===== src/rtl/u8d_pkg.sv =====
package u8d_pkg;

    localparam int unsigned CP_W     = 31;
    localparam int unsigned BYTE_W   = 8;
    localparam int unsigned REM_W    = 3;
    localparam int unsigned CLASS_W  = 3;
    localparam int unsigned Q_DEPTH  = 3;
    localparam int unsigned Q_CNT_W  = $clog2(Q_DEPTH + 1);

    localparam logic [CP_W-1:0] REPLACEMENT   = 31'd65533;
    localparam logic [CP_W-1:0] SURROGATE_LO  = 31'd55296;
    localparam logic [CP_W-1:0] SURROGATE_HI  = 31'd57343;

    // sequence classes: none open, then lead bytes for 2..6 byte forms
    localparam logic [CLASS_W-1:0] CLASS_NONE = 3'd0;
    localparam logic [CLASS_W-1:0] CLASS_2B   = 3'd1;
    localparam logic [CLASS_W-1:0] CLASS_3B   = 3'd2;
    localparam logic [CLASS_W-1:0] CLASS_4B   = 3'd3;
    localparam logic [CLASS_W-1:0] CLASS_5B   = 3'd4;
    localparam logic [CLASS_W-1:0] CLASS_6B   = 3'd5;

    typedef struct packed {
        logic [CP_W-1:0] code_point;
        logic            bad_flag;
        logic            last_of_run;
    } result_t;

    // smallest legal value per sequence class
    function automatic logic [CP_W-1:0] class_min(input logic [CLASS_W-1:0] cls);
        logic [CP_W-1:0] m;
        case (cls)
            CLASS_2B: m = 31'd128;
            CLASS_3B: m = 31'd2048;
            CLASS_4B: m = 31'd65536;
            CLASS_5B: m = 31'd2097152;
            CLASS_6B: m = 31'd67108864;
            default:  m = '0;
        endcase
        return m;
    endfunction

endpackage


===== src/rtl/u8d_if.sv =====
interface u8d_byte_if;
    logic                          valid;
    logic                          ready;
    logic [u8d_pkg::BYTE_W-1:0]    byte_in;

    modport source (output valid, output byte_in, input ready);
    modport sink   (input valid, input byte_in, output ready);
endinterface

interface u8d_result_if;
    logic                          valid;
    logic                          ready;
    logic [u8d_pkg::CP_W-1:0]      code_point;
    logic                          bad_flag;
    logic                          last_of_run;

    modport source (output valid, output code_point, output bad_flag,
                    output last_of_run, input ready);
    modport sink   (input valid, input code_point, input bad_flag,
                    input last_of_run, output ready);
endinterface


===== src/rtl/utf8_stream_decoder_core.sv =====
// Channel      Dir  Modport  Beat payload
// -----------  ---  -------  ------------------------------------------
// byte_chan    in   sink     byte_in[7:0]
// result_chan  out  source   code_point[30:0], bad_flag, last_of_run
//
// One byte beat per cycle, back to back, while byte_chan.ready is high. The
// decode state updates in the accept cycle; results land in a 3-entry
// result queue and reach result_chan from its registered head. An ASCII byte
// that breaks an open sequence yields two result beats. byte_chan.ready is
// high while the queue holds at most one entry, taken from registers only.
// rst_n (async, active low) clears the decode state and empties the queue.
// Stalls on result_chan back up through the queue to byte_chan.ready.
module utf8_stream_decoder_core
(
    input  logic                 clk,
    input  logic                 rst_n,
    u8d_byte_if.sink             byte_chan,
    u8d_result_if.source         result_chan
);

    localparam int unsigned CP_W    = u8d_pkg::CP_W;
    localparam int unsigned Q_DEPTH = u8d_pkg::Q_DEPTH;
    localparam int unsigned Q_CNT_W = u8d_pkg::Q_CNT_W;

    // decode state
    logic [CP_W-1:0]                 partial_reg,  partial_next;
    logic [u8d_pkg::REM_W-1:0]       remain_reg,   remain_next;
    logic [u8d_pkg::CLASS_W-1:0]     class_reg,    class_next;

    // result queue, head at entry 0
    u8d_pkg::result_t                q_reg [Q_DEPTH];
    u8d_pkg::result_t                q_next [Q_DEPTH];
    logic [Q_CNT_W-1:0]              cnt_reg, cnt_next;

    logic                            accept;
    logic                            pop;
    logic [u8d_pkg::BYTE_W-1:0]      b;
    logic [1:0]                      n_res;
    u8d_pkg::result_t                res0, res1;

    // lead byte decode
    logic [CP_W-1:0]                 lead_val;
    logic [u8d_pkg::CLASS_W-1:0]     lead_class;
    logic [u8d_pkg::REM_W-1:0]       lead_rem;

    // continuation path
    logic [CP_W-1:0]                 shifted;
    logic [u8d_pkg::REM_W-1:0]       rem_dec;
    logic                            bad_value;

    assign b      = byte_chan.byte_in;
    assign accept = byte_chan.valid && byte_chan.ready;
    assign pop    = result_chan.valid && result_chan.ready;

    assign byte_chan.ready         = (cnt_reg <= Q_CNT_W'(1));
    assign result_chan.valid       = (cnt_reg != '0);
    assign result_chan.code_point  = q_reg[0].code_point;
    assign result_chan.bad_flag    = q_reg[0].bad_flag;
    assign result_chan.last_of_run = q_reg[0].last_of_run;

    always_comb
    begin
        lead_val   = '0;
        lead_class = u8d_pkg::CLASS_6B;
        lead_rem   = 3'd5;
        if (b < 8'd224)
        begin
            lead_class = u8d_pkg::CLASS_2B;
            lead_rem   = 3'd1;
            lead_val   = CP_W'(b[4:0]);
        end
        else if (b < 8'd240)
        begin
            lead_class = u8d_pkg::CLASS_3B;
            lead_rem   = 3'd2;
            lead_val   = CP_W'(b[3:0]);
        end
        else if (b < 8'd248)
        begin
            lead_class = u8d_pkg::CLASS_4B;
            lead_rem   = 3'd3;
            lead_val   = CP_W'(b[2:0]);
        end
        else if (b < 8'd252)
        begin
            lead_class = u8d_pkg::CLASS_5B;
            lead_rem   = 3'd4;
            lead_val   = CP_W'(b[1:0]);
        end
        else
        begin
            lead_val   = CP_W'(b[0]);
        end
    end

    // six new low bits; the old top bits fall off the 31-bit value
    assign shifted   = {partial_reg[CP_W-7:0], b[5:0]};
    assign rem_dec   = remain_reg - 3'd1;
    assign bad_value = (shifted == '0) ||
                       (shifted < u8d_pkg::class_min(class_reg)) ||
                       ((shifted >= u8d_pkg::SURROGATE_LO) &&
                        (shifted <= u8d_pkg::SURROGATE_HI));

    // byte classification and the results it produces
    always_comb
    begin
        partial_next = partial_reg;
        remain_next  = remain_reg;
        class_next   = class_reg;
        n_res        = 2'd0;
        res0         = '{code_point: u8d_pkg::REPLACEMENT, bad_flag: 1'b1,
                         last_of_run: 1'b1};
        res1         = '{code_point: CP_W'(b), bad_flag: 1'b0, last_of_run: 1'b1};

        if (accept)
        begin
            if (b >= 8'd254)
            begin
                // never legal; drop any open sequence
                partial_next = '0;
                remain_next  = '0;
                class_next   = u8d_pkg::CLASS_NONE;
                n_res        = 2'd1;
            end
            else if (b < 8'd128)
            begin
                partial_next = '0;
                remain_next  = '0;
                class_next   = u8d_pkg::CLASS_NONE;
                if (remain_reg != '0)
                begin
                    // broken sequence: replacement first, then the ASCII byte
                    res0.last_of_run = 1'b0;
                    n_res            = 2'd2;
                end
                else
                begin
                    res0  = res1;
                    n_res = 2'd1;
                end
            end
            else if (b < 8'd192)
            begin
                if (remain_reg == '0)
                begin
                    // stray continuation
                    partial_next = '0;
                    class_next   = u8d_pkg::CLASS_NONE;
                    n_res        = 2'd1;
                end
                else if (rem_dec != '0)
                begin
                    partial_next = shifted;
                    remain_next  = rem_dec;
                end
                else
                begin
                    partial_next = '0;
                    remain_next  = '0;
                    class_next   = u8d_pkg::CLASS_NONE;
                    n_res        = 2'd1;
                    if (!bad_value)
                    begin
                        res0.code_point = shifted;
                        res0.bad_flag   = 1'b0;
                    end
                end
            end
            else
            begin
                // lead byte; an interrupted sequence gives a replacement
                partial_next = lead_val;
                remain_next  = lead_rem;
                class_next   = lead_class;
                if (remain_reg != '0)
                begin
                    n_res = 2'd1;
                end
            end
        end
    end

    // queue: pop shifts down, new results append behind what remains
    always_comb
    begin
        logic [Q_CNT_W-1:0] base;
        base = cnt_reg - Q_CNT_W'(pop);
        for (int i = 0; i < Q_DEPTH; i++)
        begin
            if (pop && (i < Q_DEPTH - 1))
            begin
                q_next[i] = q_reg[i + 1];
            end
            else
            begin
                q_next[i] = q_reg[i];
            end
            if ((n_res != 2'd0) && (Q_CNT_W'(i) == base))
            begin
                q_next[i] = res0;
            end
            if ((n_res == 2'd2) && (Q_CNT_W'(i) == base + Q_CNT_W'(1)))
            begin
                q_next[i] = res1;
            end
        end
        cnt_next = base + Q_CNT_W'(n_res);
    end

    always_ff @(posedge clk or negedge rst_n)
    begin
        if (!rst_n)
        begin
            partial_reg <= '0;
            remain_reg  <= '0;
            class_reg   <= u8d_pkg::CLASS_NONE;
            cnt_reg     <= '0;
        end
        else
        begin
            partial_reg <= partial_next;
            remain_reg  <= remain_next;
            class_reg   <= class_next;
            cnt_reg     <= cnt_next;
        end
    end

    always_ff @(posedge clk)
    begin
        q_reg <= q_next;
    end

endmodule


===== src/flat_wrapper.sv =====
// flat-port wrapper written by rule: the top's interface ports become plain ports
module utf8_stream_decoder_core_flat 
  (clk, rst_n, byte_chan_valid, byte_chan_byte_in, byte_chan_ready, result_chan_valid, result_chan_code_point, result_chan_bad_flag, result_chan_last_of_run, result_chan_ready);
  u8d_byte_if byte_chan_i ();
  u8d_result_if result_chan_i ();
  input  logic clk;
  input  logic rst_n;
  input wire logic [$bits(byte_chan_i.valid)-1:0] byte_chan_valid;
  input wire logic [$bits(byte_chan_i.byte_in)-1:0] byte_chan_byte_in;
  output wire logic [$bits(byte_chan_i.ready)-1:0] byte_chan_ready;
  output wire logic [$bits(result_chan_i.valid)-1:0] result_chan_valid;
  output wire logic [$bits(result_chan_i.code_point)-1:0] result_chan_code_point;
  output wire logic [$bits(result_chan_i.bad_flag)-1:0] result_chan_bad_flag;
  output wire logic [$bits(result_chan_i.last_of_run)-1:0] result_chan_last_of_run;
  input wire logic [$bits(result_chan_i.ready)-1:0] result_chan_ready;
  assign byte_chan_i.valid = byte_chan_valid;
  assign byte_chan_i.byte_in = byte_chan_byte_in;
  assign byte_chan_ready = byte_chan_i.ready;
  assign result_chan_valid = result_chan_i.valid;
  assign result_chan_code_point = result_chan_i.code_point;
  assign result_chan_bad_flag = result_chan_i.bad_flag;
  assign result_chan_last_of_run = result_chan_i.last_of_run;
  assign result_chan_i.ready = result_chan_ready;
  utf8_stream_decoder_core u_core (.clk(clk), .rst_n(rst_n), .byte_chan(byte_chan_i), .result_chan(result_chan_i));
endmodule

===== config.mk =====
export PLATFORM = sky130hd
export DESIGN_NAME = utf8_stream_decoder_core_flat
export DESIGN_NICKNAME = d
export VERILOG_FILES = /design/src/rtl/u8d_pkg.sv /design/src/rtl/u8d_if.sv /design/src/rtl/utf8_stream_decoder_core.sv /design/src/flat_wrapper.sv
export SDC_FILE = /design/constraint.sdc
export NUM_CORES = 1
export LEC_CHECK = 0
export ABC_CLOCK_PERIOD_IN_PS = 6900
export BUFFER_PORTS_ARGS = -buffer_cell sky130_fd_sc_hd__buf_2
export CORE_MARGIN = 2
export CORE_UTILIZATION = 35
export DETAILED_ROUTE_END_ITERATION = 16
export MAX_ROUTING_LAYER = met4
export PLACE_DENSITY = 0.49
export SYNTH_ARGS = -nofsm -noshare
export SYNTH_HDL_FRONTEND = slang
export SYNTH_SLANG_ARGS = --single-unit

===== constraint.sdc =====
create_clock -name clk -period 6.9 [get_ports clk]
set_clock_uncertainty 0.15 [all_clocks]
set_input_delay 0.345 -clock clk [delete_from_list [all_inputs] [get_ports clk]]
set_output_delay 0.345 -clock clk [all_outputs]
set_load 0.005 [all_outputs]

## After elaboration in Yosys (flattened, before gate mapping)

Index checks and enable logic that the tools add are counted.
W data, S select, Z words.

| word-level totals | value |
|---|---|
| flip-flop bits (word level) | 132 |

| operators by class | value |
|---|---|
| add/sub/neg operators | 4 |
| eq/ne operators | 12 |
| reduce and logical (&&, ||, !) cells | 26 |
| magnitude comparators | 11 |
| muxes and demuxes | 50 |

Operator list:

| operator | number |
|---|---|
| $mux W33 | 6 |
| $mux W25 | 7 |
| $mux W32 | 5 |
| $pmux W27 S5 | 1 |
| $lt A8 B8 Y1 const B | 6 |
| $mux W3 | 14 |
| $mux W10 | 4 |
| $ge A31 B16 Y1 const B | 1 |
| $le A31 B16 Y1 const B | 1 |
| $logic_not A31 Y1 | 1 |
| $lt A31 B27 Y1 | 1 |
| $mux W17 | 1 |
| $mux W2 | 7 |
| $reduce_bool A3 Y1 | 4 |
| $reduce_bool A2 Y1 | 5 |
| $logic_and A1 B1 Y1 | 9 |
| $ge A8 B8 Y1 const B | 1 |
| $eq A3 B2 Y1 const B | 2 |
| $eq A3 B3 Y1 const B | 2 |
| $mux W1 | 5 |
| $ne A5 B3 Y1 const B | 1 |
| $eq A1 B2 Y1 const A | 2 |
| $eq A2 B2 Y1 const A | 2 |
| $logic_not A2 Y1 | 2 |
| 11 further kinds | 13 |

## Depth between registers and ports, before layout

| logic depth | value |
|---|---|
| depth after elaboration | 14 |
| depth in mapped cells | 11 |

## Worst setup path before layout

No wires, ideal clock.

| timing | value |
|---|---|
| kind | reg2reg |
| start point | reg u_core.cnt_reg[1] |
| end point | reg u_core.q_reg[42] in the netlist's numbering (data pin) |
| buffers on the path | 2 |
| setup time | 0.272 ns |
| arrival | 2.689 ns |
| stages on the path, launching flop included | 10 |
| path slack | 3.789 ns |
| period minus slack after synthesis | 3.111 ns |
| path through | dfrtp_1 > or2_2 > nand2_1 > inv_2 > buf_1 > ha_1 > xor2_1 > a2111oi_1 > clkbuf_1 > a31oi_1 |

RTL lines:

| what | RTL line | source |
|---|---|---|
| from (decl) | utf8_stream_decoder_core.sv:33 | `logic [Q_CNT_W-1:0] cnt_reg, cnt_next;` |
| from (signal assigned) | utf8_stream_decoder_core.sv:224 | `cnt_reg <= cnt_next;` |
| to (signal assigned) | utf8_stream_decoder_core.sv:230 | `q_reg <= q_next;` |
| to (decl) | utf8_stream_decoder_core.sv:31 | `u8d_pkg::result_t q_reg [Q_DEPTH];` |

==> out/results.tsv <==
stage	metric	value	unit
sta	final.min_clock_period	4.725	ns
critical_path	end_kind	flip-flop	
pwr	leakage	2.840	nW
sta	final.setup.tns	0	ns
cells_and_area	areaGrowthSynthToFinish	12.14	%
pwr	intPower	1.957	mW
critical_path	worstSetupPathDepth	9	
routing	drc_errors	0	
critical_path	crit_path_end	u_core.result_chan.code_point[0]$_DFFE_PP_	
pwr	power	3.009	mW
pwr	p_sw	1.052	mW
critical_path	cp_max_fo	45	
critical_path	crit_path_start_kind	flip-flop	
critical_path	cpMaxStageDelayCell	nand2_1	
synth	yosysSeqAreaShare	0.4792	
outcome	status	finished clean	
floorplan	die_height	138.8	um
clocking	cts_tree	yes	
synth	yosysTopAreaCellShare	0.2361	
critical_path	ff2ff_path_depth	9	
critical_path	cp_num_buf_inv	2	
sta	hold_viol	0	
critical_path	worstPathRequired	7.04	ns
pwr	clockPowerShare	0.309	
clocking	worstSkewPairLatency	0.42	ns
place	gp_congestion	0.8180	
critical_path	reg2reg_setup_slack	2.17	ns
synth	yosysWarnings	0	
clocking	cts_made_buffers	17	
clocking	ctsResizeCount	0	
cells_and_area	post-route-util	0.3984	
routing	drt-pass1-iter-count	5	
clocking	cts_root_buf	clkbuf_16	
synth	postSynth.asyncResetShare	0.2500	
synth	ys_ff_latch	132	
synth	synth_fp_nets	718	
routing	drt_iter0_markers	428	
critical_path	r2r_end	u_core.result_chan.code_point[0]$_DFFE_PP_	
pwr	comb_power_share	0.317	
clocking	hold_buffers	1	
sta	drv_slew	0	
cells_and_area	fillerInstances	1790	
pwr	seq_power_share	0.374	
routing	wl_per_cell	18.30	um
synth	syn_area	0.006360	mm^2
clocking	clk_pin_slew	0.06	ns
floorplan	chipWidth	138.8	um
critical_path	path_cells	or2_2, nand2_1, buf_4, inv_2, ha_1, xor2_1, nand3_1, nand2_1, o221a_1	
critical_path	crit_start	u_core.cnt_reg[1]$_DFF_PN0_	
floorplan	num_io_pins	47	
sta	fin_crit_sh	0.6848	
floorplan	rows	49	
global_routing	antenna_found_initial	0	
routing	vias	5182	
critical_path	cp_top_family	simple AND/OR/NAND/NOR gates	
synth	synth_area_leaders	dfxtp_1 (24%), dfrtp_1 (13%), edfxtp_1 (11%)	
pwr	vdd_drop_max	0.2192	mV
floorplan	fp.coreArea	0.01790	mm^2
synth	synth_ff_type	dfxtp_1	
synth	synth_cells	697	
routing	drt-total-wl	17110	um
sta	setup_viol	0	
critical_path	critPathArrivalTime	4.87	ns
routing	antenna_left	0	
flow_run	drv_cap	0	
sta	slew_headroom	0.3067	
floorplan	start_util	0.3553	
pwr	powerDensity	421.9	mW/mm^2
critical_path	criticalPathCategory	reg2reg	
place	io_buffers	46	
routing	via_per_inst	5.542	
clocking	cts_sinks	132	
synth	synth_cell_type_count	60	
critical_path	cp_slowest_stage_delay	0.82	ns
global_routing	grt_max_degree	46	
cells_and_area	fin_nets	714	
global_routing	grt_pass1_wl	28090	um
clocking	post-cts-setup-buffer-count	0	
synth	synth_edf_count	24	
pwr	p_sw_frac	0.3496	
sta	worstMarginPinSlew	1.038	ns
synth	yosysTopAreaCell	dfxtp_1	
global_routing	grt.total_usage	0.1876	
cells_and_area	antenna_cells	0	
sta	fmax	0.2116	GHz
clocking	clk_path_buf_depth	2	
cells_and_area	drive_above_1_share	0.1388	
global_routing	grt_pass1_vias	5086	
synth	syn_area_per_cell	9.125	um^2
global_routing	overflow	0	
sta	rsz0062_at_grt	false	
cells_and_area	largest_reg_flops	66	
clocking	htreeDepth	4	
place	dp_hpwl	11740	um
floorplan	dieArea	0.01927	mm^2
sta	holdWs	0.08171	ns
critical_path	cpMostUsedCell	nand2_1	
hold_path	hp-class	in2reg	
critical_path	regToRegStartpoint	u_core.cnt_reg[1]$_DFF_PN0_	
layer usage:
layer | routed length (um) | GRT usage | up-vias
met1 | 8059 | 0.2479 | 2529
met5 | 0 | - | -
met4 | 342 | 0.07071 | 0
met3 | 813 | 0.04006 | 24
met2 | 7894 | 0.2836 | 132
li1 | - | - | 2497
power groups by stage:
| stage | sequential [mW] | clock, mW | combinational, mW |
|---|---|---|---|
| after global routing | 1.15 | 0.979 | 1.07 |
| after global placement | 1.14 | 0 | 0.942 |
| after floorplan | 1.10 | 0 | 0.769 |
| after CTS | 1.13 | 0.950 | 0.958 |
| after detailed placement | 1.14 | 0 | 0.952 |
| final | 1.12 | 0.930 | 0.954 |
how the worst min path moves through the flow:
stage,startpoint,endpoint,slack (ns),depth (start not counted)
detailed placement,u_core.q_reg[31]$_SDFFE_PP0P_,u_core.q_reg[31]$_SDFFE_PP0P_,0.30,1
CTS,byte_chan_byte_in[0],u_core.partial_reg[0]$_DFFE_PN0P_,0.07,2
global route,byte_chan_byte_in[0],u_core.partial_reg[0]$_DFFE_PN0P_,0.08,2
global placement,u_core.q_reg[23]$_SDFFE_PP0P_,u_core.q_reg[23]$_SDFFE_PP0P_,0.30,1
finish,byte_chan_byte_in[0],u_core.partial_reg[0]$_DFFE_PN0P_,0.08,2
floorplan,rst_n,u_core.class_reg[0]$_DFFE_PN0P_,-0.10,0
synth_stat cells, drive strengths merged (9+ instances only):
cell and instances:
clkbuf 34, dfxtp 75, a31oi 20, nor3 16, nand2 102, o22ai 34
o21ai 53, buf 43, mux2i 26, a21oi 12, dfrtp 33, nor2 65
ha 9, nand3 13, o2bb2ai 16, a22o 10, inv 16, or3 10
edfxtp 24
logic make-up after synthesis:
family,share of synthesized area
AND/OR/NAND/NOR,0.1802
AO/OA/AOI/OAI,0.1975
flip-flops,0.4792
buffers and inverters,0.07751
multiplexers,0.04092
adder cells (fa/ha/maj),0.01771
XOR/XNOR,0.006885
cells in the final DEF, fill, tap and decap left out, types with 13 or more instances in the layout:
master     count
nand2_1      102
dfxtp_1       75
nor2_1        64
o21ai_0       52
buf_2         46
o22ai_1       33
dfrtp_1       33
mux2i_1       26
edfxtp_1      24
a31oi_1       20
clkbuf_16     19
o2bb2ai_1     16
inv_1         15
nor3_1        15
nand3_1       13
metrics by stage:
stage | instances | setup slack (ns) | instance area, um^2
after floorplan | 697 | 3.789 | 6360
after global placement | 902 | 2.318 | 6509
after detailed placement | 902 | 2.225 | 6509
after CTS | 935 | 2.169 | 7132
after global routing | 935 | 1.850 | 7132
final | 935 | 2.175 | 7132
area by class of cell:
cell class	instances	area [um^2]	area share
inverter	16	60.06	0.008421
tap	229	286.5	0.04018
clock inverter	10	116.4	0.01632
timing repair buffer	54	292.8	0.04105
multi-input combinational	472	2831	0.3970
sequential	132	3048	0.4274
clock buffer	22	496.7	0.06965
(Power assumes the default switching activity.)
